### src/hw/rtl/gbs_pkg.sv
// ----------------------------------------------------------------------------
// gbs_pkg
// Shared types, constants and corner helpers for the box suppression block.
// ----------------------------------------------------------------------------
`default_nettype none

package gbs_pkg;

   localparam int MAX_KEPT  = 64;
   localparam int KEPT_AW   = (MAX_KEPT > 1) ? $clog2(MAX_KEPT) : 1;
   localparam int CNT_W     = $clog2(MAX_KEPT + 1);
   localparam int SLOT_W    = 6;
   localparam int THR_W     = 9;
   localparam int CLASS_W   = 7;
   localparam int COORD_W   = 16;
   localparam int SPAN_W    = COORD_W + 1;
   localparam int AREA_W    = 32;
   localparam int INTER_W   = 2 * SPAN_W;
   localparam int UNION_W   = INTER_W + 1;
   localparam int PROD_W    = UNION_W + THR_W + 1;
   localparam int CSR_IDX_W = 2;

   localparam logic [CSR_IDX_W-1:0] CSR_IOU_THRESHOLD  = 2'd0;
   localparam logic [CSR_IDX_W-1:0] CSR_CLASS_AGNOSTIC = 2'd1;

   localparam logic [THR_W-1:0] THR_RESET = 9'd115;

   typedef struct packed {
      logic signed [COORD_W-1:0] left;
      logic signed [COORD_W-1:0] top;
      logic signed [COORD_W-1:0] right;
      logic signed [COORD_W-1:0] bottom;
      logic [CLASS_W-1:0]        cls;
      logic [AREA_W-1:0]         area;
   } box_type;

   function automatic logic [SPAN_W-1:0] span_f(input logic signed [COORD_W-1:0] lo,
                                                 input logic signed [COORD_W-1:0] hi);
      logic [SPAN_W-1:0] d;
      d = {hi[COORD_W-1], hi} - {lo[COORD_W-1], lo};
      return (hi > lo) ? d : '0;
   endfunction

   function automatic logic signed [COORD_W-1:0] smax_f(input logic signed [COORD_W-1:0] a,
                                                        input logic signed [COORD_W-1:0] b);
      return (a > b) ? a : b;
   endfunction

   function automatic logic signed [COORD_W-1:0] smin_f(input logic signed [COORD_W-1:0] a,
                                                        input logic signed [COORD_W-1:0] b);
      return (a < b) ? a : b;
   endfunction

endpackage

`default_nettype wire

### src/hw/rtl/gbs_iou.sv
// ----------------------------------------------------------------------------
// gbs_iou
// Pipelined overlap unit: one kept entry per cycle against the current box.
// ----------------------------------------------------------------------------
`default_nettype none

module gbs_iou import gbs_pkg::*; (
   input  logic             clock,
   input  logic             reset,
   input  logic             ent_valid,
   input  box_type          ent,
   input  box_type          box,
   input  logic [THR_W-1:0] thr,
   input  logic             agnostic,
   output logic             hit_valid,
   output logic             hit,
   output logic             busy
);

   // stage a: intersection spans
   logic              a_valid_in, a_valid_ff;
   logic [SPAN_W-1:0] ix_in, iy_in, ix_ff, iy_ff;
   logic [AREA_W-1:0] a_karea_ff;
   // stage b: intersection area
   logic               b_valid_ff;
   logic [INTER_W-1:0] inter_in, b_inter_ff;
   logic [AREA_W-1:0]  b_karea_ff;
   // stage c: union
   logic               c_valid_ff;
   logic [UNION_W-1:0] uni_in, uni_ff;
   logic [INTER_W-1:0] c_inter_ff;
   // stage d: threshold times union
   logic                     d_valid_ff;
   logic signed [PROD_W-1:0] prod_in, prod_ff;
   logic [INTER_W-1:0]       d_inter_ff;

   assign a_valid_in = ent_valid && (agnostic || (ent.cls == box.cls));
   assign ix_in      = span_f(smax_f(box.left, ent.left), smin_f(box.right, ent.right));
   assign iy_in      = span_f(smax_f(box.top, ent.top), smin_f(box.bottom, ent.bottom));
   assign inter_in   = ix_ff * iy_ff;
   assign uni_in     = {3'b000, box.area} + {3'b000, b_karea_ff} - {1'b0, b_inter_ff};
   assign prod_in    = $signed({1'b0, thr}) * $signed(uni_ff);

   always_ff @(posedge clock) begin
      if (reset) begin
         a_valid_ff <= 1'b0;
         b_valid_ff <= 1'b0;
         c_valid_ff <= 1'b0;
         d_valid_ff <= 1'b0;
      end else begin
         a_valid_ff <= a_valid_in;
         b_valid_ff <= a_valid_ff;
         c_valid_ff <= b_valid_ff;
         d_valid_ff <= c_valid_ff;
      end
   end

   always_ff @(posedge clock) begin
      ix_ff      <= ix_in;
      iy_ff      <= iy_in;
      a_karea_ff <= ent.area;
      b_inter_ff <= inter_in;
      b_karea_ff <= a_karea_ff;
      uni_ff     <= uni_in;
      c_inter_ff <= b_inter_ff;
      prod_ff    <= prod_in;
      d_inter_ff <= c_inter_ff;
   end

   // a negative product reads as a huge unsigned value, so it never suppresses
   assign hit_valid = d_valid_ff;
   assign hit       = !prod_ff[PROD_W-1] &&
                      ({2'b00, d_inter_ff, 8'h00} > prod_ff[PROD_W-2:0]);
   assign busy      = a_valid_ff || b_valid_ff || c_valid_ff || d_valid_ff;

endmodule

`default_nettype wire

### config.mk
export PLATFORM = sky130hd
export DESIGN_NAME = gbs_iou
export DESIGN_NICKNAME = d
export VERILOG_FILES = /design/src/hw/rtl/gbs_pkg.sv /design/src/hw/rtl/gbs_iou.sv
export SDC_FILE = /design/constraint.sdc
export NUM_CORES = 2
export LEC_CHECK = 0
export BUFFER_PORTS_ARGS = -buffer_cell sky130_fd_sc_hd__clkbuf_2
export CORE_ASPECT_RATIO = 0.75
export CORE_UTILIZATION = 53
export DETAILED_ROUTE_END_ITERATION = 8
export PLACE_DENSITY = 0.69
export SLEW_MARGIN = 0
export SYNTH_ARGS = -nofsm -noshare
export SYNTH_HDL_FRONTEND = slang
export SYNTH_SLANG_ARGS = --single-unit
### constraint.sdc
create_clock -name clock -period 6.8 [get_ports clock]
set_input_delay 0 -clock clock [delete_from_list [all_inputs] [get_ports clock]]
set_output_delay 0 -clock clock [all_outputs]
set_load 0.02 [all_outputs]
==> flow_metrics.py <==
metrics = {
    "placed_design": {
        "port_buffers": 221,
        "globalplace.congestion": 0.9015,
        "dp_hpwl_um": 62470,
    },
    "timing": {
        "fin_crit_ps": 6517,
        "finClkSkew_ps": 16.50,
        "finalSetupViolCount": 0,
        "maxSlewHeadroom_pct": 40.84,
        "rsz0062_at_grt": "no",
        "hold_violations": 0,
        "fin_crit_sh_pct": 95.84,
        "fin_setup_tns_ps": 0,
        "max_freq_mhz": 153.4,
        "tightest_slew_ps": 887.4,
        "drv_slew": 0,
    },
    "synthesis": {
        "yosys.area.top_type": "fa_1",
        "synth_edf_count": 0,
        "async_flop_share_pct": 0,
        "ys_types": 73,
        "syn_inst": 3648,
        "synth_top_area_share_pct": 30.73,
        "syn_area_sq_mm": 0.03342,
        "yosys_most_used_dff": "dfxtp_1",
        "ys_seq_area_share_pct": 17.01,
        "avgSynthCellArea_sq_um": 9.160,
        "syn-num-nets": 4745,
        "synth_warnings": 0,
        "ys_seq_elements": 284,
        "synth_top_cells_by_area": "fa_1 (31%), dfxtp_1 (17%), ha_1 (14%), inv_1 (8.8%), and2_1 (5.8%)",
    },
    "critical_path": {
        "critPathMaxStageDelay_ps": 560,
        "cp_max_fo": 11,
        "r2r_start": "ix_ff[6]",
        "worst_ep_arrival_time_ps": 7010,
        "cp-end-kind": "flop",
        "slowest_stage": "fa_1",
        "required_ps": 7300,
        "cp_cell_sequence": "buf_4 > and2_1 > fa_1 > inv_1 > fa_1 > fa_1 > inv_1 > fa_1 > fa_1 > inv_1 > fa_1 > inv_1 > ha_1 > a21o_1 > a21o_1 > a221oi_1 > o211ai_1 > a211oi_1 > nor2_1 > a311o_1 > a21oi_1 > xnor2_1",
        "cp_common_cell": "fa_1",
        "r2r_setup_slack_ps": 280,
        "worstSetupPathType": "reg2reg",
        "cp-start-kind": "flop",
        "r2r-end": "b_inter_ff[27]",
        "ff2ff_path_depth": 22,
    },
    "route": {
        "drt-met1-wl_um": 35620,
        "drt_iter0_drc": 1234,
        "vias_per_cell": 5.124,
        "met2RoutedLength_um": 32840,
        "wl_met3_um": 5017,
        "firstDrtPassIters": 7,
        "wl_per_cell_um": 15.79,
        "ant_nets": 0,
        "drcViolationCount": 0,
        "finalWirelength_um": 74710,
        "routed.top_layer": "met4",
        "vias": 24242,
    },
    "outcome": {
        "status": "complete, no violations",
    },
    "layout": {
        "regArea_sq_mm": 0.005687,
        "fillerInstances": 5399,
        "final_nets": 4995,
        "syn_to_final_growth_pct": 10.64,
        "num_antenna_cells": 0,
        "layout_common_cells": "inv_1 (780), fa_1 (513), nand2_1 (374), ha_1 (365), and2_1 (312)",
        "drive_gt1_share_pct": 9.436,
        "mostFrequentLayoutCell": "inv_1",
        "multiInputGateArea_sq_mm": 0.02443,
    },
    "clocking": {
        "clock_latency_ps": 580,
        "cts.clk_slew.worst_paths_ps": 70,
        "cts-root-buf": "clkbuf_16",
        "numCtsBuffers": 30,
        "clockBufferDepth": 3,
        "post_cts_buffers": 0,
        "htreeDepth": 1,
        "cts_tree": "yes",
        "cts_sinks": 284,
    },
    "grt": {
        "grt_max_degree": 36,
        "grt_pass1_wl_um": 126000,
        "first_global_vias": 24791,
        "overflow": 0,
        "antenna_found_initial": 0,
        "grt.total_usage_pct": 24.36,
    },
    "min_path": {
        "hp-start": "box[1]",
        "min_to": "uni_ff[1]",
        "hold_path.class": "in2reg",
        "whs_path_depth": 5,
    },
    "floorplan": {
        "die_x_um": 291.9,
        "start_util_pct": 53.75,
        "coreArea_sq_mm": 0.06217,
        "row_count": 79,
        "die-area_sq_mm": 0.06407,
        "top_level_ports": 222,
        "die_height_um": 219.5,
    },
    "job": {
        "maxCapViolations": 0,
    },
}
kinds of logic after synthesis:
group                      Yosys count  synth area share, %
adders and majority gates          878                44.40
AOI/OAI and AO/OA                  451                8.836
and+or+nand+nor                    965                14.39
buffers and inverters              876                9.881
DFF                                284                17.01
xor gates and xnor gates           125                3.276
muxes                               69                2.205
cells in the mapped netlist, drive strengths merged, types with 4 or more instances:
cell type,count
nand2,374
nor3,34
buf,10
nor2,98
a21oi,135
and3,10
a21boi,6
inv,780
nand2b,22
or3,8
nor2b,32
o31ai,11
a31oi,21
nand4,34
a21o,96
a211o,4
o21bai,9
and2,312
mux2,34
nand3,23
a221oi,4
o21ai,88
dfxtp,284
fa,513
a2111oi,4
mux2i,35
xnor2,82
ha,365
nor4,7
o211ai,6
o21a,19
a211oi,15
xor2,43
clkbuf,86
o211a,5
final cells by class:
cell class                      count  share of cell area (%)
Inverter                          780                   7.919
Clock buffer                       39                   2.288
Multi-Input combinational cell   2488                   66.07
Timing Repair Buffer              314                   5.211
Sequential cell                   284                   15.38
Tap cell                          810                   2.741
Clock inverter                     16                  0.3892
what timing repair did:
item	4_1_cts	5_1_grt
hold buffers	49	0
hold endpoints to repair	43	0
gates resized for setup	0	1
setup endpoints to repair	0	1
worst max path at each step:
stage | startpoint | endpoint | slack (ps) | cells past startpoint
floorplan | iy_ff[10] | b_inter_ff[27] | 700 | 24
global placement | ix_ff[6] | b_inter_ff[27] | 450 | 22
detailed placement | ix_ff[6] | b_inter_ff[27] | 360 | 22
CTS | ix_ff[6] | b_inter_ff[27] | 330 | 22
global route | ix_ff[6] | b_inter_ff[27] | 7 | 22
finish | ix_ff[6] | b_inter_ff[27] | 280 | 22
per-stage QoR:
step	utilization (%)	hold WS, ps	cell area [sq um]	setup slack, ps	std cells
global placement	57.09	103.9	35490	447.7	4627
CTS	59.47	6.555	36970	327.4	4731
global route	59.47	40.21	36970	6.725	4731
detailed placement	57.09	104.4	35490	362.0	4627
finish	59.47	21.57	36970	282.8	4731
floorplan	-	27.72	33420	703.8	3648
worst max-delay path, delay by kind of cell, from the launching register on:
kind | cells | cell delay (ps)
and+or+nand+nor | 2 | 300
buffers and inverters | 5 | 410
adders and majority gates | 7 | 3220
AOI/OAI and AO/OA | 7 | 1970
DFF | 1 | 410
xor gates and xnor gates | 1 | 140
metal layers:
metal | up-vias | GRT usage [%]
met1 | 11723 | 35.02
met5 | - | 0
met3 | 74 | 4.488
met2 | 605 | 38.61
li1 | 11840 | -
met4 | 0 | 4.649
sequential cells by signal, summed over array words and instances, names as in the netlist, 17 cells and up:
register,flops
iy_ff,17
uni_ff,35
prod_ff,45
d_inter_ff,34
b_inter_ff,34
c_inter_ff,34
b_karea_ff,32
ix_ff,17
a_karea_ff,32
Power is not shown: default switching activity piles up to over one toggle a cycle in this logic, so the estimate is an artifact.
